<file path="config.mk">
export PLATFORM = sky130hd
export DESIGN_NAME = lpcsr_div
export DESIGN_NICKNAME = d
export VERILOG_FILES = /design/src/hw/rtl/lpcsr_pkg.sv /design/src/hw/rtl/lpcsr_div.sv
export SDC_FILE = /design/constraint.sdc
export NUM_CORES = 1
export LEC_CHECK = 0
export ABC_AREA = 0
export BUFFER_PORTS_ARGS = -buffer_cell sky130_fd_sc_hd__clkbuf_2
export CORE_MARGIN = 3
export CORE_UTILIZATION = 53
export CTS_BUF_LIST = sky130_fd_sc_hd__clkbuf_4
export DETAILED_ROUTE_END_ITERATION = 8
export PLACE_DENSITY = 0.74
export SLEW_MARGIN = 20
export SYNTH_ARGS = -nofsm -noshare
export SYNTH_HDL_FRONTEND = slang
export SYNTH_SLANG_ARGS = --single-unit
</file>
<file path="constraint.sdc">
create_clock -name clk -period 4.8 [get_ports clk]
set_input_delay 0.48 -clock clk [delete_from_list [all_inputs] [get_ports clk]]
set_output_delay 0.48 -clock clk [all_outputs]
set_load 0.05 [all_outputs]
</file>
<file path="src/hw/rtl/lpcsr_pkg.sv">
// lpcsr_pkg: shared constants, codes, types and helper functions for the
// lpc sample reconstruction block and its iterative divider
// no dependencies
package lpcsr_pkg;

	localparam int DEF_MAX_TAPS       = 256;
	localparam int DEF_RUN_COUNT_BITS = 16;

	localparam int DATA_W   = 32;
	localparam int COEFF_W  = 28;
	localparam int QUANT_W  = 4;

	localparam int PRED_BIAS       = 16;
	localparam int PRED_EARLY_TAPS = 15;
	localparam int PRED_SHIFT      = 6;

	localparam int SAMPLE_HI_W = 16;
	localparam int SAMPLE_LO_W = 8;

	localparam int VRQ_START_SHIFT = 2;
	localparam int VRQ_MAX_LEVEL   = 8;
	localparam int VRQ_LEVEL_BIAS  = 7;
	localparam int QUANT_MAX       = 15;
	localparam int RUN_SUM_SHIFT   = 6;

	localparam int DIV_STEPS = 32;
	localparam int BITLEN_W  = $clog2(DIV_STEPS + 1);

	// request codes
	localparam logic [1:0] REQ_LOAD_TAP = 2'd0;
	localparam logic [1:0] REQ_START    = 2'd1;
	localparam logic [1:0] REQ_RESIDUAL = 2'd2;
	localparam logic [1:0] REQ_CLEAR    = 2'd3;

	// configuration register indexes
	localparam int CFG_INDEX_W = 2;
	localparam int CFG_DATA_W  = 4;
	localparam logic [CFG_INDEX_W-1:0] CFG_QUANT_INIT = 2'd0;
	localparam logic [CFG_INDEX_W-1:0] CFG_VRQ_LEVEL  = 2'd1;
	localparam logic [CFG_INDEX_W-1:0] CFG_SAMPLE_16  = 2'd2;

	typedef struct packed {
		logic                busy;
		logic                done;
		logic [BITLEN_W-1:0] bitlen;
	} div_stat_t;

	function automatic logic [QUANT_W-1:0] eff_level(input logic [QUANT_W-1:0] lvl);
		if (lvl > QUANT_W'(VRQ_MAX_LEVEL)) begin
			return QUANT_W'(VRQ_MAX_LEVEL);
		end
		return lvl;
	endfunction

	function automatic logic [QUANT_W-1:0] load_quant(input logic [QUANT_W-1:0] init,
		input logic [QUANT_W-1:0] lvl);
		if (eff_level(lvl) != '0) begin
			return QUANT_W'(VRQ_START_SHIFT);
		end
		return init;
	endfunction

	// lowest adapted shift for each level
	function automatic logic [QUANT_W-1:0] vrq_floor(input logic [QUANT_W-1:0] lvl);
		case (lvl) inside
			[4'd1:4'd2]: return QUANT_W'(3);
			[4'd3:4'd4]: return QUANT_W'(2);
			default:     return QUANT_W'(1);
		endcase
	endfunction

endpackage

</file>
<file path="src/hw/rtl/lpcsr_div.sv">
// lpcsr_div: restoring divider, one quotient bit per cycle, that reports the
// bit length of the quotient rather than the quotient itself
// depends on lpcsr_pkg
module lpcsr_div #(
	parameter int DIVISOR_W = lpcsr_pkg::DEF_RUN_COUNT_BITS
) (
	input  logic                          clk,
	input  logic                          arst_n,
	input  logic                          start,
	input  logic [lpcsr_pkg::DATA_W-1:0]  dividend,
	input  logic [DIVISOR_W-1:0]          divisor,
	output lpcsr_pkg::div_stat_t          stat
);
	import lpcsr_pkg::*;

	localparam int STEP_W = $clog2(DIV_STEPS);
	localparam logic [STEP_W-1:0] LAST_STEP = STEP_W'(DIV_STEPS - 1);

	logic                 busy_q;
	logic                 done_q;
	logic [STEP_W-1:0]    step_q;
	logic [DIVISOR_W-1:0] rem_q;
	logic [DIVISOR_W-1:0] dsr_q;
	logic [DATA_W-1:0]    dvd_q;
	logic [BITLEN_W-1:0]  bitlen_q;

	logic [DIVISOR_W:0]   trial;
	logic [DIVISOR_W:0]   trial_sub;
	logic                 ge;

	assign trial     = {rem_q, dvd_q[DATA_W-1]};
	assign trial_sub = trial - {1'b0, dsr_q};
	assign ge        = trial >= {1'b0, dsr_q};

	always_ff @(posedge clk or negedge arst_n) begin
		if (!arst_n) begin
			busy_q <= 1'b0;
			done_q <= 1'b0;
			step_q <= '0;
		end else begin
			done_q <= 1'b0;
			if (start) begin
				busy_q <= 1'b1;
				step_q <= '0;
			end else if (busy_q) begin
				step_q <= step_q + 1'b1;
				if (step_q == LAST_STEP) begin
					busy_q <= 1'b0;
					done_q <= 1'b1;
				end
			end
		end
	end

	always_ff @(posedge clk) begin
		if (start) begin
			rem_q    <= '0;
			dvd_q    <= dividend;
			dsr_q    <= divisor;
			bitlen_q <= '0;
		end else if (busy_q) begin
			rem_q <= ge ? trial_sub[DIVISOR_W-1:0] : trial[DIVISOR_W-1:0];
			dvd_q <= {dvd_q[DATA_W-2:0], 1'b0};
			// first set quotient bit fixes the bit length
			if (ge && bitlen_q == '0) begin
				bitlen_q <= BITLEN_W'(DIV_STEPS) - BITLEN_W'(step_q);
			end
		end
	end

	assign stat.busy   = busy_q;
	assign stat.done   = done_q;
	assign stat.bitlen = bitlen_q;

endmodule

</file>
==> flow_metrics.tcl, run 1 <==
set metrics [dict create \
    outcome "finished, final reports clean" \
    path_max_fanout 3 \
    syn-cell-area_mm2 0.00427 \
    n_fill_cell 661 \
    cts_buffers 9 \
    synth_top_area_share_pct 33.8 \
    power_frac_clock_pct 19.0 \
    multiInputGateArea_mm2 0.00199 \
    die-width_um 95.8 \
    clkLatencyLatePin_ns 0.45 \
    power_density_mw_per_mm2 483 \
    drive_above_1_share_pct 26.6 \
    wl_per_cell_um 16.1 \
    grt_remaining_overflow 0 \
    hold_depth 1 \
    p_sw_share_pct 40.3 \
    finalSetupTns_ns 0 \
    syn_to_final_growth_pct 11.5 \
    finClkSkew_ns 0.0151 \
    cts_setup_buffers 0 \
    grt_max_degree 67 \
    path_cells "inv_1 -> ha_1 -> inv_1 -> fa_1 -> a211oi_1 -> o21bai_1 -> a2111oi_0 -> nor2_1 -> xor2_1 -> a311o_1" \
    hold_path_class "in2reg" \
    peakVddDrop_uv 210 \
    required_ns 5.16 \
    period_needed_ns 2.81 \
    io_buffer_count 58 \
    fin_ws_ns 1.99 \
    path_clk_slew_ns 0.15 \
    place_ws_ns 2.04 \
    path_depth 10 \
    synth_common_cells "edfxtp_1 (48), nor2_1 (33), mux2_2 (31), inv_1 (27), dfxtp_1 (22)" \
    finalHoldViolCount 0 \
    crit_family "compound AO/OA/AOI/OAI gates" \
    drtPass1Iterations 5 \
    yosys_warnings 0 \
    postLayoutCellArea_mm2 0.00476 \
    crit_buf_inv 2 \
    slew-limit-headroom_pct 47.1 \
    start_util_pct 55.0 \
    ant_nets 0 \
    arrival_ns 3.17 \
    end_kind "flop" \
    synth_cell_types 60 \
    hp-start "divisor[4]" \
    r2r_slack_ns 1.99 \
    min_to "dsr_q[4]" \
    diodes 0 \
    tritoncts "done" \
    p_leak_nw 2.04 \
    crit_top_cell "inv_1" \
    synth_area_leaders "edfxtp_1 (34%), dfxtp_1 (10%), mux2_2 (8.2%), ha_1 (5.6%), dfrtp_1 (4.1%)" \
    grt_pass1_vias 3188 \
    h-tree-depth 3 \
    antenna_found_initial 0 \
    power.switching_uw 926 \
    slowest_delay_ns 0.48 \
    synthArstFlopShare_pct 9.09 \
    die_y_um 95.8 \
    postCtsHoldBufs 1 \
    min_period_over_period_pct 58.5 \
    rsz0062_at_grt "no" \
    rows 32 \
    routed_via_density 5.76 \
    wirelength_mm 8.87 \
    r2r_cells 10 \
    startpoint_type "flop" \
    numClockSinks 77 \
    pwr-share-seq_pct 39.1 \
    ys_seq_area_share_pct 48.2 \
    grt_pass1_wl_mm 15.1 \
    layout.nets 514 \
    syn_nets 462 \
    rr_endpoint "rem_q[10]" \
    crit_start "dvd_q[31]" \
    synth_ff_type "edfxtp_1" \
    syn-instance-count 391 \
    p_total_mw 2.30 \
    placed_area_mm2 0.00459 \
    max_freq_mhz 356 \
    drt_iter0_markers 227 \
    whs_ns 0.194 \
    register_area_mm2 0.00206 \
    setup_viol 0 \
    p_int_mw 1.37 \
    drv_cap 0 \
    cts_resized 0 \
    slew_viol_final 0 \
    dp_hpwl_mm 6.19 \
    clock_path_buffers 2 \
    synth_seq_cells 77 \
    cts_root_buffer "clkbuf_4" \
    crit_type "reg2reg" \
    drc 0 \
    synth_edf_count 48 \
    synth.most_common_cell "edfxtp_1" \
    core_area_mm2 0.00777 \
    tightest_slew_ns 0.794 \
    crit_slowest_cell "a2111oi_0" \
    place.gp.congestion 0.952 \
    synth_area_per_cell_um2 10.9 \
    die-area_mm2 0.00917 \
    pwr-share-comb_pct 41.9 \
    grtUsageTotal_pct 21.3 \
    yosysTopAreaCell "edfxtp_1" \
    worstReg2RegStart "dvd_q[31]" \
    pin_count 59 \
    dr_total_vias 3169 \
]
## cell usage in the layout (no fill, tap or decap), drive strengths merged, types with 2 or more instances in the layout
cell type,count
a2111oi,3
a211oi,11
a21o,3
a21oi,9
a311o,2
a311oi,10
a31oi,4
and2,3
and3,9
buf,4
clkbuf,67
dfrtp,7
dfxtp,22
edfxtp,48
ha,19
inv,32
mux2,31
mux2i,3
nand2,22
nand3,14
nand3b,2
nand4,4
nor2,33
nor2b,2
nor3,6
nor4,3
nor4b,2
o2111ai,2
o211ai,3
o21a,7
o21ai,23
o21bai,5
or4,2
xnor2,7
xor2,8
## through the flow
step           instances  utilization, %
6_report             550            61.3
5_1_grt              550            61.3
4_1_cts              550            61.3
3_5_place_dp         533            59.1
3_3_place_gp         533            59.1
2_1_floorplan        391               -
## cell families (layout without fill, tap and decap cells)
family / after synthesis / in the layout / share of synthesized area [%]
compound gates: 92 / 92 / 16.5
xor+xnor: 15 / 15 / 3.08
fa+ha+maj: 20 / 20 / 6.04
buf+inv: 49 / 106 / 5.25
flops: 77 / 77 / 48.2
mux: 34 / 34 / 8.88
simple gates: 104 / 104 / 12.1
## registers in the layout (all words and copies together), names as in the netlist
| signal | count |
|---|---|
| dvd_q | 32 |
| dsr_q | 16 |
| rem_q | 16 |
| bitlen_q | 6 |
| step_q | 5 |
| busy_q | 1 |
| done_q | 1 |
## power groups by stage
| stage | logic [mW] | clock network, mW | registers (mW) |
|---|---|---|---|
| floorplan | 0.722 | 0 | 0.947 |
| global placement | 0.932 | 0 | 0.910 |
| detailed placement | 0.949 | 0 | 0.912 |
| CTS | 0.957 | 0.449 | 0.898 |
| global route | 1.07 | 0.484 | 0.914 |
| finish | 0.962 | 0.437 | 0.899 |
## worst max-delay path by stage
| stage | endpoint | slack (ns) |
|---|---|---|
| final | rem_q[10] | 1.99 |
| after global routing | rem_q[10] | 1.78 |
| after CTS | rem_q[10] | 2.01 |
| after detailed placement | rem_q[10] | 2.04 |
| after global placement | rem_q[10] | 2.08 |
| after floorplan | rem_q[10] | 2.26 |
## per-layer routing
layer	track usage, %	routed length (um)	vias to the layer above
li1	-	-	1562
met1	27.9	3690	1496
met4	8.65	140	0
met3	3.99	581	10
met5	0	0	-
met2	34.9	4460	101
## cell type report
type                    count  area share, %
flip-flops and latches     77           43.2
repair buffers             63           6.94
clock buffers               9           1.42
inverters                  27           2.13
multi-input cells         265           41.8
well taps                 102           2.68
clock inverters             7           1.81
No activity file was read; power rests on OpenSTA's default activity.
==> run 2, diff against run 1 <==
==> constraint.sdc (replaced) <==
create_clock -name clk -period 2.7 [get_ports clk]
set_input_delay 0.27 -clock clk [delete_from_list [all_inputs] [get_ports clk]]
set_output_delay 0.27 -clock clk [all_outputs]
set_load 0.05 [all_outputs]
==> run 2 against run 1 <==
Clock power rose by 50%. Setup slack lost 1.9 ns. Critical path depth is the same. Highest routed layer unchanged. Critical path type unchanged. Non-clock buffer count is 28 higher. First-iteration DRC count up 8.8%. Largest cell class unchanged. Cell area rose by 5.2%. Clock skew fell by 0.0077 ns. Flip-flop and latch count stayed put.
==> flow_metrics.tcl, run 2 (synthesized netlist as in run 1, its figures left out) <==
set metrics [dict create \
    setup_viol 0 \
    top_regs "dvd_q (32), dsr_q (16), rem_q (16)" \
    grt_pass1_vias 3237 \
    start_util_pct 55.0 \
    clock_path_buffers 2 \
    end_kind "flop" \
    peakVddDrop_uv 352 \
    outcome "finished, final reports clean" \
    die-width_um 95.8 \
    min_period_over_period_pct 96.7 \
    r2r_cells 10 \
    worstReg2RegStart "dvd_q[31]" \
    layout_commonest_cell "clkbuf_2" \
    required_ns 3.05 \
    place_ws_ns -0.112 \
    finalSetupTns_ns 0 \
    drt_iter0_markers 247 \
    path_max_fanout 3 \
    path_clk_slew_ns 0.14 \
    crit_buf_inv 2 \
    io_buffer_count 58 \
    rows 32 \
    tritoncts "done" \
    wl_per_cell_um 15.7 \
    die-area_mm2 0.00917 \
    numClockSinks 77 \
    diodes 0 \
    final_cell_mix "clkbuf_2 (58), edfxtp_1 (48), nor2_1 (33)" \
    antenna_found_initial 0 \
    fin_ws_ns 0.0893 \
    tightest_slew_ns 0.622 \
    cts_root_buffer "clkbuf_4" \
    finClkSkew_ns 0.00744 \
    dr_total_vias 3327 \
    drc 0 \
    pin_count 59 \
    p_leak_nw 2.17 \
    grt_max_degree 52 \
    hold_path_class "in2reg" \
    largest_register_ffs 32 \
    cts_setup_buffers 0 \
    crit_top_cell "inv_1" \
    syn_to_final_growth_pct 17.3 \
    cts_buffers 9 \
    largest-register "dvd_q" \
    grtUsageTotal_pct 21.7 \
    rsz0062_at_grt "no" \
    drive_above_1_share_pct 28.4 \
    finalHoldViolCount 0 \
    arrival_ns 2.96 \
    crit_family "compound AO/OA/AOI/OAI gates" \
    drtPass1Iterations 5 \
    power_density_mw_per_mm2 820 \
    core_area_mm2 0.00777 \
    startpoint_type "flop" \
    slowest_delay_ns 0.40 \
    clkLatencyLatePin_ns 0.44 \
    rr_endpoint "rem_q[10]" \
    r2r_slack_ns 0.09 \
    slew_viol_final 0 \
    crit_slowest_cell "fa_1" \
    max_freq_mhz 383 \
    drv_cap 0 \
    ant_nets 0 \
    grt_pass1_wl_mm 15.3 \
    h-tree-depth 3 \
    dp_hpwl_mm 6.45 \
    crit_type "reg2reg" \
    period_needed_ns 2.61 \
    place.gp.congestion 0.946 \
    routed_via_density 5.76 \
    hp-start "dividend[0]" \
    hold_depth 2 \
    die_y_um 95.8 \
    slew-limit-headroom_pct 58.5 \
    path_cells "inv_1 -> ha_1 -> inv_1 -> fa_1 -> a211oi_2 -> o21bai_2 -> a2111oi_4 -> nor2_1 -> xor2_1 -> a311o_1" \
    grt_remaining_overflow 0 \
    min_to "dvd_q[0]" \
    wirelength_mm 9.08 \
    layout.nets 542 \
]
## run 2: layout make-up
| cell class | count | area, um2 |
|---|---|---|
| fillers | 647 | 2760 |
| flip-flops and latches | 77 | 2060 |
| multi-input cells | 265 | 2020 |
| repair buffers | 91 | 581 |
| well taps | 102 | 128 |
| inverters | 27 | 101 |
| clock buffers | 9 | 67.6 |
| clock inverters | 7 | 56.3 |
## run 2: worst max path at each step
stage                         start         to  cells past startpoint
final                     dvd_q[31]  rem_q[10]                     10
after global routing       dsr_q[4]  rem_q[12]                      9
after CTS                 dvd_q[31]  rem_q[10]                     10
after detailed placement  dvd_q[31]  rem_q[10]                     10
after global placement    dvd_q[31]  rem_q[10]                     10
after floorplan           dvd_q[31]  rem_q[10]                     10
## run 2: metal layers
| metal | vias up | global-route usage (%) | wire (um) |
|---|---|---|---|
| met5 | - | 0 | 0 |
| met4 | 0 | 9.83 | 262 |
| met3 | 26 | 4.14 | 464 |
| met2 | 108 | 34.2 | 4420 |
| met1 | 1574 | 29.1 | 3930 |
| li1 | 1619 | - | - |
## run 2: worst reg2reg max path, cell delays in order, from the launching register on
cell and delay [ns]:
edfxtp_1 0.39, inv_1 0.08, ha_1 0.16, inv_1 0.05, fa_1 0.41, a211oi_2 0.27, o21bai_2 0.18, a2111oi_4 0.38
nor2_1 0.09, xor2_1 0.15, a311o_1 0.36
## run 2: report_power, final
| group | total (mW) | switching [mW] | internal [mW] |
|---|---|---|---|
| logic | 1.86 | 1.09 | 0.763 |
| clock network | 0.655 | 0.452 | 0.204 |
| registers | 1.59 | 0.135 | 1.46 |
## run 2: repair_timing
| action | in CTS | in global routing |
|---|---|---|
| hold buffers | 17 | 0 |
| pin swaps | 0 | 2 |
| resized for setup | 4 | 2 |
| hold endpoints to repair | 23 | 0 |
| endpoints found under the setup margin | 1 | 4 |
## run 2: through the flow
step | area [um2] | hold slack (ns) | power (mW) | util [%] | std cells
floorplan | 4270 | -0.0256 | 2.97 | - | 391
global placement | 4680 | 0.112 | 3.35 | 60.3 | 545
detailed placement | 4680 | 0.119 | 3.39 | 60.3 | 545
CTS | 4990 | 0.0814 | 4.09 | 64.3 | 578
global route | 5010 | 0.0921 | 4.38 | 64.5 | 578
finish | 5010 | 0.0996 | 4.10 | 64.5 | 578
==> run 3, diff against run 2 <==
--- a/config.mk
+++ b/config.mk
@@ -8,10 +8,11 @@
 export ABC_AREA = 0
 export BUFFER_PORTS_ARGS = -buffer_cell sky130_fd_sc_hd__clkbuf_2
 export CORE_MARGIN = 3
-export CORE_UTILIZATION = 53
+export CORE_UTILIZATION = 41
 export CTS_BUF_LIST = sky130_fd_sc_hd__clkbuf_4
 export DETAILED_ROUTE_END_ITERATION = 8
-export PLACE_DENSITY = 0.74
+export RECOVER_POWER = 100
+export SETUP_SLACK_MARGIN = 0.1
 export SLEW_MARGIN = 20
 export SYNTH_ARGS = -nofsm -noshare
 export SYNTH_HDL_FRONTEND = slang
==> run 3 against run 2 <==
The flow now finishes with violations (capacitance limit, slew limit). Highest routed layer unchanged. Global-route usage down 5.0 points. Non-clock buffer count stayed put. Fmax rose by 3.1%. Sequential share of layout area is 0.55 points lower. Critical path type unchanged. Clock skew increased by 0.016 ns. Hold slack got worse by 0.0094 ns. Power rose by 3.6%. Critical endpoint is now rem_q[14]. Register-to-register slack improved by 0.08 ns.
==> flow_metrics.tcl, run 3 (synthesized netlist as in run 1, its figures left out) <==
set metrics [dict create \
    h-tree-depth 3 \
    grt_pass1_vias 3120 \
    max_freq_mhz 395 \
    layout.nets 542 \
    arrival_ns 2.82 \
    ant_nets 0 \
    pin_count 59 \
    cts_buffers 9 \
    grt_max_degree 67 \
    required_ns 2.99 \
    tritoncts "done" \
    antenna_found_initial 0 \
    hold_path_class "in2reg" \
    final_cell_mix "clkbuf_2 (52), edfxtp_1 (48), nor2_1 (32)" \
    r2r_slack_ns 0.17 \
    path_cells "inv_2 -> ha_4 -> inv_1 -> fa_2 -> a211oi_2 -> o21bai_2 -> a2111oi_4 -> mux2i_1 -> a211oi_1 -> o32ai_1" \
    period_needed_ns 2.53 \
    wl_per_cell_um 15.4 \
    startpoint_type "flop" \
    drc 0 \
    peakVddDrop_uv 300 \
    tightest_slew_ns 1.59 \
    dr_total_vias 3236 \
    die-width_um 108 \
    place.gp.congestion 0.919 \
    rsz0062_at_grt "no" \
    finClkSkew_ns 0.0230 \
    top_regs "dvd_q (32), dsr_q (16), rem_q (16)" \
    placed_area_mm2 0.00472 \
    grt_pass1_wl_mm 15.4 \
    largest-register "dvd_q" \
    min_period_over_period_pct 93.8 \
    grt_remaining_overflow 0 \
    place_ws_ns -0.0490 \
    drtPass1Iterations 4 \
    p_total_mw 4.25 \
    crit_type "reg2reg" \
    power_density_mw_per_mm2 838 \
    die-area_mm2 0.0117 \
    largest_register_ffs 32 \
    io_buffer_count 58 \
    rows 36 \
    crit_slowest_cell "a2111oi_4" \
    finalSetupTns_ns 0 \
    outcome "finished with violations" \
    end_kind "flop" \
    setup_viol 0 \
    p_leak_nw 2.14 \
    fin_ws_ns 0.167 \
    slew-limit-headroom_pct -5.81 \
    path_max_fanout 3 \
    slowest_delay_ns 0.49 \
    grtUsageTotal_pct 16.7 \
    postLayoutCoreUtil_pct 51.0 \
    cts_root_buffer "clkbuf_4" \
    diodes 0 \
    path_clk_slew_ns 0.17 \
    finalHoldViolCount 0 \
    clkLatencyLatePin_ns 0.46 \
    drv_cap 1 \
    routed_via_density 5.31 \
    crit_family "compound AO/OA/AOI/OAI gates" \
    clock_path_buffers 2 \
    die_y_um 108 \
    layout_commonest_cell "clkbuf_2" \
    drive_above_1_share_pct 27.1 \
    crit_buf_inv 2 \
    wirelength_mm 9.40 \
    start_util_pct 42.9 \
    postLayoutCellArea_mm2 0.00507 \
    drt_iter0_markers 164 \
    core_area_mm2 0.00995 \
    numClockSinks 77 \
    slew_viol_final 67 \
    syn_to_final_growth_pct 18.9 \
    violations "capacitance limit, slew limit" \
    dp_hpwl_mm 6.59 \
]
run 3: cell types whose count changed in the layout (fill, tap and decap cells not counted), sizes merged:
cell,change
buf,-4
clkbuf,+4
clkinv,-1
inv,+1
run 3: stage by stage:
stage / hold slack (ns) / instances
3_5_place_dp: 0.120 / 575
6_report: 0.0903 / 609
5_1_grt: 0.0569 / 609
3_3_place_gp: 0.118 / 575
4_1_cts: 0.0712 / 608
2_1_floorplan: -0.0256 / 391
run 3: final timing paths:
path	start	to	cells after the start
setup / recovery	dvd_q[31]	rem_q[14]	10
hold / removal	dividend[14]	dvd_q[14]	2
setup reg to reg	dvd_q[31]	rem_q[14]	10
hold reg to reg	bitlen_q[1]	bitlen_q[1]	2
max in group asynchronous	arst_n	step_q[1]	2
min in group asynchronous	arst_n	step_q[0]	2
run 3: timing repair:
item,CTS,global route
pin swaps,1,7
resized for setup,4,11
endpoints found under the setup margin,3,16
buffers inserted,0,1
hold endpoints to repair,23,0
hold buffers,17,0
run 3: metal layers:
metal / GRT usage (%) / vias up / share of wire, %
met1: 22.9 / 1541 / 48
met4: 5.95 / 0 / 1.5
li1: - / 1632 / -
met3: 3.04 / 10 / 3.3
met5: 0 / - / 0
met2: 26.6 / 53 / 47
run 3: power by group:
part / total, mW / internal (mW) / switching (mW)
clock: 0.742 / 0.230 / 0.511
combinational: 1.90 / 0.795 / 1.11
sequential: 1.61 / 1.46 / 0.150
run 3: final cells by class:
cell class                      instances  area, um2
Tap cell                              133        166
Sequential cell                        77       2060
Inverter                               27        101
Clock buffer                            9       67.6
Fill cell                             910       4880
Multi-Input combinational cell        265       2040
Timing Repair Buffer                   91        558
Clock inverter                          7       83.8
